===== src/rtl/core/eft_pkg.sv =====
// Package of the event flag table: item types, command and operation codes, sizes.
// No dependencies; imported by every module of the core.
package eft_pkg;

	localparam int SOURCES_DEFAULT = 128;
	localparam int QUEUE_DEPTH     = 2;
	localparam int MASK_W          = 16;
	localparam int MAX_SIGNAL      = 15;

	// Command codes as they arrive on the request.
	localparam logic [2:0] CMD_CREATE   = 3'd0;
	localparam logic [2:0] CMD_REGISTER = 3'd1;
	localparam logic [2:0] CMD_LISTEN   = 3'd2;
	localparam logic [2:0] CMD_TRIGGER  = 3'd3;
	localparam logic [2:0] CMD_CANCEL   = 3'd4;

	// Operation codes handed from the front to the back.
	localparam logic [2:0] OP_FAIL     = 3'd0;
	localparam logic [2:0] OP_CREATE   = 3'd1;
	localparam logic [2:0] OP_REGISTER = 3'd2;
	localparam logic [2:0] OP_LISTEN   = 3'd3;
	localparam logic [2:0] OP_TRIGGER  = 3'd4;
	localparam logic [2:0] OP_CANCEL   = 3'd5;

	typedef struct packed {
		logic [2:0] command;
		logic [7:0] source_number;
		logic [7:0] listener_number;
		logic [4:0] signal_number;
	} request_t;

	typedef struct packed {
		logic       success;
		logic [7:0] new_source;
	} response_t;

	typedef struct packed {
		logic [2:0] op;
		logic [7:0] source;
		logic [3:0] signal;
		logic [7:0] new_source;
	} op_item_t;

	typedef struct packed {
		logic full;
		logic empty;
	} queue_status_t;

endpackage


===== src/rtl/core/eft_queue.sv =====
// Small first-in first-out queue of register slots, generic in depth and item type.
// Depends on eft_pkg for the default depth and the status struct.
module eft_queue
	import eft_pkg::*;
#(
	parameter int DEPTH = QUEUE_DEPTH,
	parameter type item_t = logic
) (
	input  logic          clk,
	input  logic          arst_n,
	input  logic          push,
	input  item_t         wr_item,
	input  logic          pop,
	output item_t         rd_item,
	output queue_status_t status
);

	localparam int PTR_W = (DEPTH > 1) ? $clog2(DEPTH) : 1;
	localparam int CNT_W = $clog2(DEPTH + 1);

	item_t            slots_q [DEPTH];
	logic [PTR_W-1:0] wr_ptr_q;
	logic [PTR_W-1:0] rd_ptr_q;
	logic [CNT_W-1:0] count_q;
	logic             do_push;
	logic             do_pop;

	// Status and handshake qualification.
	assign status.full  = (count_q == CNT_W'(DEPTH));
	assign status.empty = (count_q == '0);
	assign do_push      = push && !status.full;
	assign do_pop       = pop && !status.empty;
	assign rd_item      = slots_q[rd_ptr_q];

	// Item storage needs no reset.
	always_ff @(posedge clk) begin
		if (do_push) begin
			slots_q[wr_ptr_q] <= wr_item;
		end
	end

	// Pointers and fill count.
	always_ff @(posedge clk or negedge arst_n) begin
		if (!arst_n) begin
			wr_ptr_q <= '0;
			rd_ptr_q <= '0;
			count_q  <= '0;
		end else begin
			if (do_push) begin
				wr_ptr_q <= (wr_ptr_q == PTR_W'(DEPTH - 1)) ? '0 : wr_ptr_q + PTR_W'(1);
			end
			if (do_pop) begin
				rd_ptr_q <= (rd_ptr_q == PTR_W'(DEPTH - 1)) ? '0 : rd_ptr_q + PTR_W'(1);
			end
			if (do_push && !do_pop) begin
				count_q <= count_q + CNT_W'(1);
			end else if (do_pop && !do_push) begin
				count_q <= count_q - CNT_W'(1);
			end
		end
	end

endmodule


===== config.mk =====
export PLATFORM = sky130hd
export DESIGN_NAME = eft_queue
export DESIGN_NICKNAME = d
export VERILOG_FILES = /design/src/rtl/core/eft_pkg.sv /design/src/rtl/core/eft_queue.sv
export SDC_FILE = /design/constraint.sdc
export NUM_CORES = 1
export LEC_CHECK = 0
export BUFFER_PORTS_ARGS = -buffer_cell sky130_fd_sc_hd__buf_2
export CORE_AREA = 2 2 39 41
export CTS_CLUSTER_DIAMETER = 30
export DETAILED_ROUTE_END_ITERATION = 8
export DIE_AREA = 0 0 41 43
export SKIP_LAST_GASP = 1
export SYNTH_ARGS = -nofsm -noshare
export SYNTH_HDL_FRONTEND = slang
export SYNTH_SLANG_ARGS = --single-unit

===== constraint.sdc =====
create_clock -name clk -period 4.1 [get_ports clk]
set_clock_uncertainty 0.2 [all_clocks]
set_input_delay 0.205 -clock clk [delete_from_list [all_inputs] [get_ports clk]]
set_output_delay 0.205 -clock clk [all_outputs]
set_load 0.005 [all_outputs]

==> Flow_metrics.wiki <==
{| class="wikitable"
! Metric !! Value
|-
| Status || completed
|-
| Pre-CTS WS || 2410 ps
|-
| Fraction of layout cells with a size suffix above 1 || 0.314
|-
| Cell count after placement || 45
|-
| Count of cell types in the netlist || 12
|-
| Share of the core filled with cells in the final layout || 0.267
|-
| CP endpoint kind || flop
|-
| Cell Area, Synth || 268 um^2
|-
| Number of cell instances on the worst register-to-register path || 7
|-
| Count of standard-cell rows || 14
|-
| Setup fix buffers added after clock tree synthesis || 0
|-
| Number of resized instances in the post-cts repair step || 0
|-
| Instance area at placement || ~320 um^2
|-
| Number of max-slew violations in the final report || 0
|-
| Number of nets in the synthesized netlist || 28
|-
| Buffers on Ports || 7
|-
| Effective utilization at floorplan || 0.193
|-
| Leftover overflow at the end of global routing || 0
|-
| Synthesis-to-finish area growth || 37.9%
|-
| Total wirelength of the detailed-routed design || about 430 um
|-
| R2r setup slk || 2400 ps
|-
| Hold violation total from the final report || 0
|-
| Overall via count from detail_route || 188
|-
| Global routing usage summed across all routing layers || 0.0636
|-
| Number of antenna violations at the first check in global routing || 0
|-
| Clock latency on the worst-skew pair || ~250 ps
|-
| # IOs || 8
|-
| Final worst path period share || 0.414
|-
| Die Area || 0.00176 mm^2
|-
| Max Clk Rate || approximately 590 MHz
|-
| Via count normalized by instance count || roughly 3.7
|-
| Mean cell area of the mapped netlist || 12.2 um^2
|-
| Maximum number of pins on one net before global-route repair || 6
|-
| Clk pin slew, worst setup/hold paths || 50 ps
|-
| Worst-case headroom to the max-slew limit || 0.859
|-
| Final setup violation count || 0
|-
| Worst r2r src || count_q[0]$_DFFE_PN0P_
|-
| Setup crit start kind || flop
|-
| DIE HEIGHT || around 43 um
|-
| Area of the placeable core || 0.00138 mm^2
|-
| Routed length per instance || between 8 and 9 um
|-
| Final routed DRC violation total || 0
|-
| CTS Root Buffer Type || clkbuf_4
|-
| Aggregate negative setup slack || 0 ps
|-
| First DRT Iteration DRCs || 2
|-
| Clock tree from TritonCTS || done
|-
| Worst VDD drop || roughly 0.00018 V
|-
| CP Class || reg2reg
|-
| TritonRoute pass-1 iters || 2
|-
| Gpl congestion || 0.704
|-
| Antenna diodes || 0
|-
| Launch point of the critical path || count_q[0]$_DFFE_PN0P_
|-
| Setup repair after global routing missed its margin || no
|-
| Total power density per cell area || around 730 mW/mm^2
|-
| Worst-path fanout max || 5
|-
| Data arrival time of the worst path || about 1700 ps
|-
| Clock buffer count from CTS || 3
|-
| Count of hold buffers inserted by post-cts repair || 2
|-
| Number of fill cells in the layout || around 150
|-
| Number of clock sinks seen by CTS || 6
|-
| Data required time of the worst path || 4070 ps
|-
| Flip-flop and latch count after synthesis || 6
|-
| Shortest period the worst path allows || 1700 ps
|-
| YS warnings || 0
|-
| Crit path setup slack, layout || between 2000 and 2500 ps
|-
| Clk buf depth || 2
|-
| Number of instances in the synthesized netlist || 22
|-
| Number of max-cap violations || 0
|-
| Post-route antenna net violation count || 0
|-
| Capture point of the critical path || count_q[1]$_DFFE_PN0P_
|-
| Summed area of non-filler cells in the final layout || between 300 and 400 um^2
|-
| Half-perimeter wire length after detailed placement || ~330 um
|-
| Share of synthesized area occupied by flip-flops and latches || 0.598
|-
| Actual slew at the worst max-slew pin || ~210 ps
|-
| Top library cells by usage in the layout, fill and taps aside || buf_2, dfrtp_1, nor2_1, xnor2_1, clkbuf_4
|-
| Die X-Extent || a little over 40 um
|-
| Via count of the first global-routing pass || 192
|-
| Global-route wire length before repair || just under 700 um
|-
| Number of H-tree levels || 1
|-
| Capture instance of the worst register-to-register path || count_q[1]$_DFFE_PN0P_
|-
| Worst min path class || in2reg
|-
| Nets@finish || between 40 and 50
|-
| Most common cell after layout, fill and taps aside || buf_2
|-
| Cell leakage power || 0.178 nW
|-
| Final Non-Filler Cells || around 50
|}
-- worst min-delay path by stage --
stage / from / to / cells past startpoint / slack, ps
after floorplan: arst_n / count_q[0]$_DFFE_PN0P_ / 0 / -290
after global placement: arst_n / rd_ptr_q$_DFFE_PN0P_ / 1 / -180
after detailed placement: arst_n / count_q[0]$_DFFE_PN0P_ / 1 / -180
after CTS: push / wr_ptr_q$_DFFE_PN0N_ / 3 / 70
after global routing: push / wr_ptr_q$_DFFE_PN0N_ / 3 / 100
final: push / wr_ptr_q$_DFFE_PN0N_ / 3 / 80
-- synth_stat cells, drive strengths merged --
library cell  count  area share
xnor2             3       0.098
mux2              1       0.042
dfrtp             4        0.37
o21ai             1       0.019
nor2              3       0.042
nand2             1       0.014
nand2b            1       0.023
and3              1       0.023
xor2              2       0.065
edfxtp            2        0.22
inv               2       0.028
ha                1       0.047
-- registers in the layout, indices dropped and copies added (netlist names) --
signal    flops
count_q       2
rd_ptr_q      1
wr_ptr_q      1
slots_q       2
-- through the flow --
step / total power, W / hold slack (ps)
floorplan: 0.000179 / -291
global placement: 0.000205 / -183
detailed placement: 0.000208 / -181
CTS: 0.000273 / 68.5
global route: 0.000290 / 104
finish: 0.000269 / 75.5
-- critical path: stages, from the launching register on --
cell and delay, ps:
dfrtp_1 430, nand2b_1 200, nand2_1 130, inv_1 50
ha_1 180, xor2_1 140, nor2_1 120, xor2_1 160
-- power breakdown --
group	internal (W)	switching [W]	total (W)
Clock	0.0000370	0.0000241	0.0000611
Combinational	0.0000539	0.0000414	0.0000953
Sequential	0.0000899	0.0000232	0.000113
-- area by class of cell --
class / count / area, um^2 / share of cell area
repair buffers: 9 / 55.1 / 0.149
well taps: 16 / 20.0 / 0.0542
multi-input cells: 14 / 100 / 0.271
flip-flops and latches: 6 / 160 / 0.434
clock buffers: 4 / 26.3 / 0.0712
inverters: 2 / 7.51 / 0.0203
-- cells by family after synthesis --
| group | share of synthesized area |
|---|---|
| AND/OR/NAND/NOR | 0.103 |
| flip-flops | 0.598 |
| multiplexers | 0.0421 |
| adder cells (fa/ha/maj) | 0.0467 |
| XOR/XNOR | 0.164 |
| AO/OA/AOI/OAI | 0.0187 |
| buffers and inverters | 0.0280 |
-- metal layers --
layer | part of all wire | vias to the layer above | wire (um) | GRT usage
met5 | 0 | - | 0 | 0
met4 | 0.030 | 0 | 13 | 0.0600
met3 | 0.070 | 2 | 30 | 0.0314
met2 | 0.43 | 6 | 187 | 0.0844
met1 | 0.46 | 82 | 199 | 0.0689
li1 | - | 98 | - | -
(Power assumes the default switching activity.)
