==> src/rtl/core/eft_pkg.sv <==
// Package of the event flag table: item types, command and operation codes, sizes.
// No dependencies; imported by every module of the core.
package eft_pkg;

	localparam int SOURCES_DEFAULT = 128;
	localparam int QUEUE_DEPTH     = 2;
	localparam int MASK_W          = 16;
	localparam int MAX_SIGNAL      = 15;

	// Command codes as they arrive on the request.
	localparam logic [2:0] CMD_CREATE   = 3'd0;
	localparam logic [2:0] CMD_REGISTER = 3'd1;
	localparam logic [2:0] CMD_LISTEN   = 3'd2;
	localparam logic [2:0] CMD_TRIGGER  = 3'd3;
	localparam logic [2:0] CMD_CANCEL   = 3'd4;

	// Operation codes handed from the front to the back.
	localparam logic [2:0] OP_FAIL     = 3'd0;
	localparam logic [2:0] OP_CREATE   = 3'd1;
	localparam logic [2:0] OP_REGISTER = 3'd2;
	localparam logic [2:0] OP_LISTEN   = 3'd3;
	localparam logic [2:0] OP_TRIGGER  = 3'd4;
	localparam logic [2:0] OP_CANCEL   = 3'd5;

	typedef struct packed {
		logic [2:0] command;
		logic [7:0] source_number;
		logic [7:0] listener_number;
		logic [4:0] signal_number;
	} request_t;

	typedef struct packed {
		logic       success;
		logic [7:0] new_source;
	} response_t;

	typedef struct packed {
		logic [2:0] op;
		logic [7:0] source;
		logic [3:0] signal;
		logic [7:0] new_source;
	} op_item_t;

	typedef struct packed {
		logic full;
		logic empty;
	} queue_status_t;

endpackage

==> src/rtl/core/eft_front.sv <==
// Front of the event flag table: accepts requests, checks ranges and existence,
// allocates source numbers and hands one operation per item to the back. Uses eft_pkg.
module eft_front
	import eft_pkg::*;
#(
	parameter int TABLE_SOURCES = SOURCES_DEFAULT
) (
	input  logic          clk,
	input  logic          arst_n,
	input  logic          push,
	output logic          full,
	input  request_t      request,
	input  queue_status_t op_status,
	output logic          op_push,
	output op_item_t      op
);

	localparam logic [7:0] SOURCES_8 = 8'(TABLE_SOURCES);

	logic [7:0] alloc_count_q;
	logic       src_ok;
	logic       lis_ok;
	logic       sig_ok;

	assign full    = op_status.full;
	assign op_push = push && !op_status.full;

	// A source exists when its number is below both the table size and the count.
	assign src_ok = (request.source_number < SOURCES_8) &&
		(request.source_number < alloc_count_q);
	assign lis_ok = (request.listener_number < SOURCES_8) &&
		(request.listener_number < alloc_count_q) &&
		!((request.listener_number != 8'd0) && (request.source_number == 8'd0));
	assign sig_ok = (request.signal_number <= 5'(MAX_SIGNAL));

	// Classify the command into an operation for the back.
	always_comb begin
		op.op         = OP_FAIL;
		op.source     = request.source_number;
		op.signal     = request.signal_number[3:0];
		op.new_source = 8'd0;
		unique case (request.command)
			CMD_CREATE: begin
				if (alloc_count_q < SOURCES_8) begin
					op.op         = OP_CREATE;
					op.source     = alloc_count_q;
					op.new_source = alloc_count_q;
				end
			end
			CMD_REGISTER: begin
				if (sig_ok && src_ok) begin
					op.op = OP_REGISTER;
				end
			end
			CMD_LISTEN: begin
				if (sig_ok && src_ok && lis_ok) begin
					op.op = OP_LISTEN;
				end
			end
			CMD_TRIGGER: begin
				if (sig_ok && src_ok) begin
					op.op = OP_TRIGGER;
				end
			end
			CMD_CANCEL: begin
				if (sig_ok && src_ok) begin
					op.op = OP_CANCEL;
				end
			end
			default: begin
				op.op = OP_FAIL;
			end
		endcase
	end

	// Allocation count; source 0 exists from reset.
	always_ff @(posedge clk or negedge arst_n) begin
		if (!arst_n) begin
			alloc_count_q <= 8'd1;
		end else if (op_push && (op.op == OP_CREATE)) begin
			alloc_count_q <= alloc_count_q + 8'd1;
		end
	end

endmodule

==> config.mk <==
export PLATFORM = sky130hd
export DESIGN_NAME = eft_front
export DESIGN_NICKNAME = d
export VERILOG_FILES = /design/src/rtl/core/eft_pkg.sv /design/src/rtl/core/eft_front.sv
export SDC_FILE = /design/constraint.sdc
export NUM_CORES = 1
export LEC_CHECK = 0
export CAP_MARGIN = 10
export CORE_UTILIZATION = 62
export DETAILED_ROUTE_END_ITERATION = 10
export DONT_BUFFER_PORTS = 1
export PLACE_DENSITY = 0.78
export SLEW_MARGIN = 20
export SYNTH_ARGS = -nofsm -noshare
export SYNTH_HDL_FRONTEND = slang
export SYNTH_SLANG_ARGS = --single-unit
==> constraint.sdc <==
create_clock -name clk -period 2.4 [get_ports clk]
set_input_delay 0.36 -clock clk [delete_from_list [all_inputs] [get_ports clk]]
set_output_delay 0.36 -clock clk [all_outputs]
set_load 0.01 [all_outputs]
==> results of run 1 <==
metrics by stage:
step                      total power, W  setup WS [ns]  instance area, µm²  TNS (ns)
after CTS                      0.0003057        0.04018                1012         0
after floorplan                0.0001911         0.3474               991.0         0
after global placement         0.0001865         0.2477               960.9         0
after global routing           0.0003242       -0.02996                1035  -0.04237
final                          0.0003021        0.08547                1035         0
after detailed placement       0.0001881         0.2101               960.9         0
worst max-delay path: stages (launching register included):
cell	delay (ns)
dfrtp_1	0.37
inv_2	0.08
ha_4	0.27
nand2_1	0.07
or3_1	0.37
o311a_1	0.33
nand3_1	0.10
o211ai_2	0.12
layout by cell type (no fill, tap or decap), types with 3 or more instances in the layout:
cell      count
ha_1         15
nor2_1       10
nand2_1       9
a21o_1        7
dfrtp_1       7
xnor2_1       6
inv_1         5
nand3_1       4
clkbuf_4      3
worst paths after layout:
path / from / end / slack (ns) / depth (start not counted)
max in group asynchronous: arst_n / alloc_count_q[0]$_DFFE_PN1P_ / 1.63 / 1
max: alloc_count_q[7]$_DFFE_PN0P_ / op[20] / 0.09 / 7
min in group asynchronous: arst_n / alloc_count_q[3]$_DFFE_PN0P_ / 0.45 / 1
min: request[23] / alloc_count_q[3]$_DFFE_PN0P_ / 0.32 / 3
min reg2reg: alloc_count_q[5]$_DFFE_PN0P_ / alloc_count_q[5]$_DFFE_PN0P_ / 0.47 / 1
max reg2reg: alloc_count_q[7]$_DFFE_PN0P_ / alloc_count_q[1]$_DFFE_PN0P_ / 0.77 / 4
cell usage after synthesis, types with 2 or more instances:
| master | instances |
|---|---|
| nand3_1 | 4 |
| nor4_2 | 2 |
| a211oi_1 | 2 |
| buf_4 | 6 |
| a21oi_1 | 2 |
| dfrtp_1 | 7 |
| nand2_1 | 9 |
| and4_1 | 2 |
| nor4_1 | 2 |
| a21o_1 | 7 |
| inv_1 | 7 |
| xnor2_1 | 6 |
| o211ai_2 | 2 |
| ha_1 | 16 |
| nor2_1 | 10 |
power by group through the flow:
stage / sequential [W] / combinational (W) / clock [W]
CTS: 0.000136 / 0.0000542 / 0.000115
global route: 0.000136 / 0.0000641 / 0.000124
finish: 0.000136 / 0.0000565 / 0.000110
global placement: 0.000138 / 0.0000481 / 0
detailed placement: 0.000138 / 0.0000498 / 0
floorplan: 0.000138 / 0.0000529 / 0
kinds of logic after synthesis:
| kind of cell | after synthesis | share of synthesized area, % |
|---|---|---|
| AND/OR/NAND/NOR | 42 | 24.37 |
| other | 1 | 0.3784 |
| multiplexers | 2 | 2.273 |
| adder cells (fa/ha/maj) | 16 | 20.20 |
| flip-flops | 8 | 20.33 |
| AO/OA/AOI/OAI | 21 | 19.44 |
| XOR/XNOR | 6 | 5.303 |
| buffers and inverters | 14 | 7.702 |
area by class of cell:
cell class | count | area [µm²] | share of cell area [%]
clock buffers | 4 | 26.28 | 2.539
inverters | 7 | 26.28 | 2.539
multi-input cells | 88 | 735.7 | 71.10
flip-flops and latches | 8 | 201.4 | 19.47
well taps | 16 | 20.02 | 1.935
repair buffers | 3 | 25.02 | 2.418
per-layer routing:
metal | wire [µm] | vias up | GRT usage (%)
li1 | - | 401 | -
met1 | 941 | 383 | 32.60
met2 | 1072 | 24 | 45.63
met3 | 102 | 6 | 5.603
met4 | 19 | 0 | 13.55
met5 | 0 | - | 0
what timing repair did:
action | 4_1_cts | 5_1_grt
hold endpoints to repair | 8 | 0
pin swaps | 1 | 1
hold buffers | 1 | 0
resized for setup | 1 | 5
endpoints found under the setup margin | 2 | 3
setup buffers | 2 | 0
==> metrics.cfg, run 1 <==
[status]
status=completed

[floorplan]
core-area_mm2=0.001506
fp-row-count=14
ios=54
die_x_um=41.98
die_area_mm2=0.001762
initial_core_util_pct=65.78
die_h_um=41.98

[power]
cellInternalPower_w=0.0002254
seqPwrFrac_pct=45.0
p_clk_share_pct=36.3
p_comb_share_pct=18.7
p_sw_w=0.00007668
power_density_mw_per_mm2=291.9
ir_drop_mv=0.2615
p_sw_share_pct=25.38
p_leak_nw=0.4284

[clock_network]
cts.sink_count=8
htreeDepth=1
cts_tree=built
clkTransAtPathRegs_ns=0.06
cts_buffers=3
cts_root_buffer=clkbuf_4
cts.path.max_buffers=2
clk_latency_ns=0.26

[yosys]
synth_edf_count=0
synth_top_area_share_pct=20.20
synth_cells=110
ys.flop_type=dfrtp_1
netlist_top_cells_area=ha_1 (20%), dfrtp_1 (18%), a21o_1 (5.3%)
synth_seq_cells=8
netlist_area_um2=991.0
async_reset_ff_share_pct=100.0
ys_seq_area_share_pct=20.33
synth.distinct_cells=41
avgSynthCellArea_um2=9.009
synth_fp_nets=155
synth_warnings=0
yosysTopAreaCell=ha_1

[cells_and_area]
final-instance-count-excl-fill=126
fin_nets=156
fillCellCount=129
largest_register_ffs=8
reg.largest.list=alloc_count_q (8)
top_register=alloc_count_q
area.growth.synth_to_final_pct=4.419
layout-drive-gt1-share_pct=18.18
num_antenna_cells=0
final_util_pct=68.69

[placed_design]
io_buffers=0
place.gp.congestion=0.7503
hpwl_mm=1.768
dp.cells=119

[critical_path]
arrival_ns=1.95
cp.required_ns=2.04
crit_fanout=4
cp-end-kind=primary output
cp-start-kind=register
crit_type=register to primary output

[sta]
setup_viol=0
worst_pin_slew_ns=0.5053
fin_hold_ws_ns=0.3212
relSlewSlack_pct=66.23
fin_worst_skew_ns=0.009673
fin_crit_ns=2.315
fmax_mhz=432.1
post-route-period-util_pct=96.44
slew_viol_final=0
hold_viol=0
rsz0062_at_grt=true

[min_path]
hold_path.class=primary input to register

[grt]
antenna_found_initial=0
grt_pass1_vias=841
grt_overflow=0
grt_max_degree=16
grt_pass1_wl_mm=3.657
grt_use_total_pct=27.13

[run]
maxCapViolations=0

[detailed_routing]
drc=0
drt_iter0_markers=10
wirelength_mm=2.135
via_count=814
vias_per_cell=6.460
ant_nets=0
wl_per_cell_um=16.94
drt-pass1-iter-count=4

(Power assumes the default switching activity.)
==> run 2, diff against run 1 <==
--- a/config.mk
+++ b/config.mk
@@ -9,7 +9,7 @@
 export CORE_UTILIZATION = 62
 export DETAILED_ROUTE_END_ITERATION = 10
 export DONT_BUFFER_PORTS = 1
-export PLACE_DENSITY = 0.78
+export PLACE_DENSITY = 0.79
 export SLEW_MARGIN = 20
 export SYNTH_ARGS = -nofsm -noshare
 export SYNTH_HDL_FRONTEND = slang
==> run 2 against run 1 <==
Cell area up 3.6%. Register-to-register slack is essentially flat. Non-clock buffer count rose by 4. Critical path depth unchanged. Sequential share of layout area decreased by 0.68 points. Maximum frequency shrank 1.7%. Hold slack got worse by 0.0040 ns. Critical path type unchanged. Highest routed layer unchanged.
==> metrics.cfg, run 2 (same netlist as run 1, synthesis figures left out) <==
[critical_path]
cp-end-kind=primary output
reg2reg_slack_ns=0.78
crit_fanout=4
cp-start-kind=register
arrival_ns=1.99
cp.required_ns=2.04
crit_type=register to primary output

[cells_and_area]
layout-drive-gt1-share_pct=25.44
final_cell_area_mm2=0.001072
reg.largest.list=alloc_count_q (8)
final_util_pct=71.18
layout_common_cells=ha_1 (14), nor2_1 (10), nand2_1 (9), a21o_1 (7), dfrtp_1 (7)
fin_nets=160
largest_register_ffs=8
num_antenna_cells=0
area.growth.synth_to_final_pct=8.207
top_register=alloc_count_q
final_common_cell=ha_1
fillCellCount=131

[placed_design]
io_buffers=0
place.gp.congestion=0.7891
postPlaceCellArea_um2=960.9
hpwl_mm=1.811

[sta]
fin_crit_ns=2.355
hold_viol=0
post-route-period-util_pct=98.12
slew_viol_final=0
setup_viol=0
worst_pin_slew_ns=0.5293
fmax_mhz=424.7
fin_worst_skew_ns=0.001757
relSlewSlack_pct=64.63

[run]
maxCapViolations=0

[detailed_routing]
vias_per_cell=6.554
drc=0
ant_nets=0
drt_iter0_markers=7
wl_per_cell_um=16.99
wirelength_mm=2.209
via_count=852
drt-pass1-iter-count=4

[power]
seqPwrFrac_pct=44.6
p_clk_share_pct=36.7
p_comb_share_pct=18.7
p_sw_share_pct=25.94
p_sw_w=0.00007908
p_leak_nw=0.4449
cellInternalPower_w=0.0002257
power_density_mw_per_mm2=284.3
ir_drop_mv=0.3011

[clock_network]
clk_latency_ns=0.25
clkTransAtPathRegs_ns=0.05
htreeDepth=1
cts_buffers=3
cts.sink_count=8
cts_tree=built
cts.path.max_buffers=2
cts_root_buffer=clkbuf_4

[grt]
antenna_found_initial=0
grt_pass1_vias=869
grt_pass1_wl_mm=3.574
grt_use_total_pct=25.95
grt_overflow=0
grt_max_degree=16

[min_path]
hold_path.class=primary input to register

[floorplan]
core-area_mm2=0.001506
fp-row-count=14
ios=54
die_h_um=41.98
die_x_um=41.98
die_area_mm2=0.001762
initial_core_util_pct=65.78

[status]
status=completed

run 2: worst paths after layout:
| kind | from | endpoint | cells past startpoint |
|---|---|---|---|
| max in group asynchronous | arst_n | alloc_count_q[0]$_DFFE_PN1P_ | 1 |
| worst max-delay path | alloc_count_q[3]$_DFFE_PN0P_ | op[21] | 7 |
| worst min-delay path | request[23] | alloc_count_q[3]$_DFFE_PN0P_ | 3 |
| min in group asynchronous | arst_n | alloc_count_q[5]$_DFFE_PN0P_ | 1 |
| worst min register to register | alloc_count_q[5]$_DFFE_PN0P_ | alloc_count_q[5]$_DFFE_PN0P_ | 1 |
| worst max register to register | alloc_count_q[7]$_DFFE_PN0P_ | alloc_count_q[4]$_DFFE_PN0P_ | 5 |
run 2: cell type report:
| type | instances | area (µm²) | area share (%) |
|---|---|---|---|
| clock buffers | 4 | 26.28 | 2.450 |
| repair buffers | 7 | 55.05 | 5.134 |
| flip-flops and latches | 8 | 201.4 | 18.79 |
| multi-input cells | 88 | 743.2 | 69.31 |
| inverters | 7 | 26.28 | 2.450 |
| well taps | 16 | 20.02 | 1.867 |
run 2: stage by stage:
step                total power (W)  hold WS [ns]  setup slack [ns]  instances  setup TNS [ns]
floorplan                 0.0001911       0.06441            0.3474        110               0
global placement          0.0001865       0.06462            0.2491        119               0
detailed placement        0.0001884       0.06460            0.2012        119               0
CTS                       0.0003064        0.3125           0.01308        126               0
global route              0.0003185        0.3351          -0.01873        130        -0.03462
finish                    0.0003048        0.3172           0.04520        130               0
run 2: power groups by stage:
| stage | sequential (W) | combinational, W | clock [W] |
|---|---|---|---|
| 2_1_floorplan | 0.000138 | 0.0000529 | 0 |
| 3_3_place_gp | 0.000138 | 0.0000482 | 0 |
| 3_5_place_dp | 0.000138 | 0.0000501 | 0 |
| 4_1_cts | 0.000136 | 0.0000544 | 0.000116 |
| 5_1_grt | 0.000136 | 0.0000638 | 0.000119 |
| 6_report | 0.000136 | 0.0000569 | 0.000112 |
run 2: timing repair:
item | CTS | global route
pin swaps | 1 | 3
endpoints found under the hold margin | 8 | 0
gates resized for setup | 1 | 10
hold buffers | 1 | 0
setup buffers | 2 | 4
endpoints found under the setup margin | 2 | 3
run 2: metal layers:
layer  up-vias  wire length (µm)  track usage [%]
met1       407               888            30.41
met5         -                 0                0
met3         6               118            4.310
li1        409                 -                -
met2        30              1176            45.63
met4         0                25            12.26
run 2: critical path: stages (launching register included):
cell	delay (ns)
dfrtp_1	0.37
inv_2	0.07
ha_2	0.31
nor2_1	0.03
or3_1	0.34
o311a_1	0.41
nor2_1	0.13
nor2_1	0.08
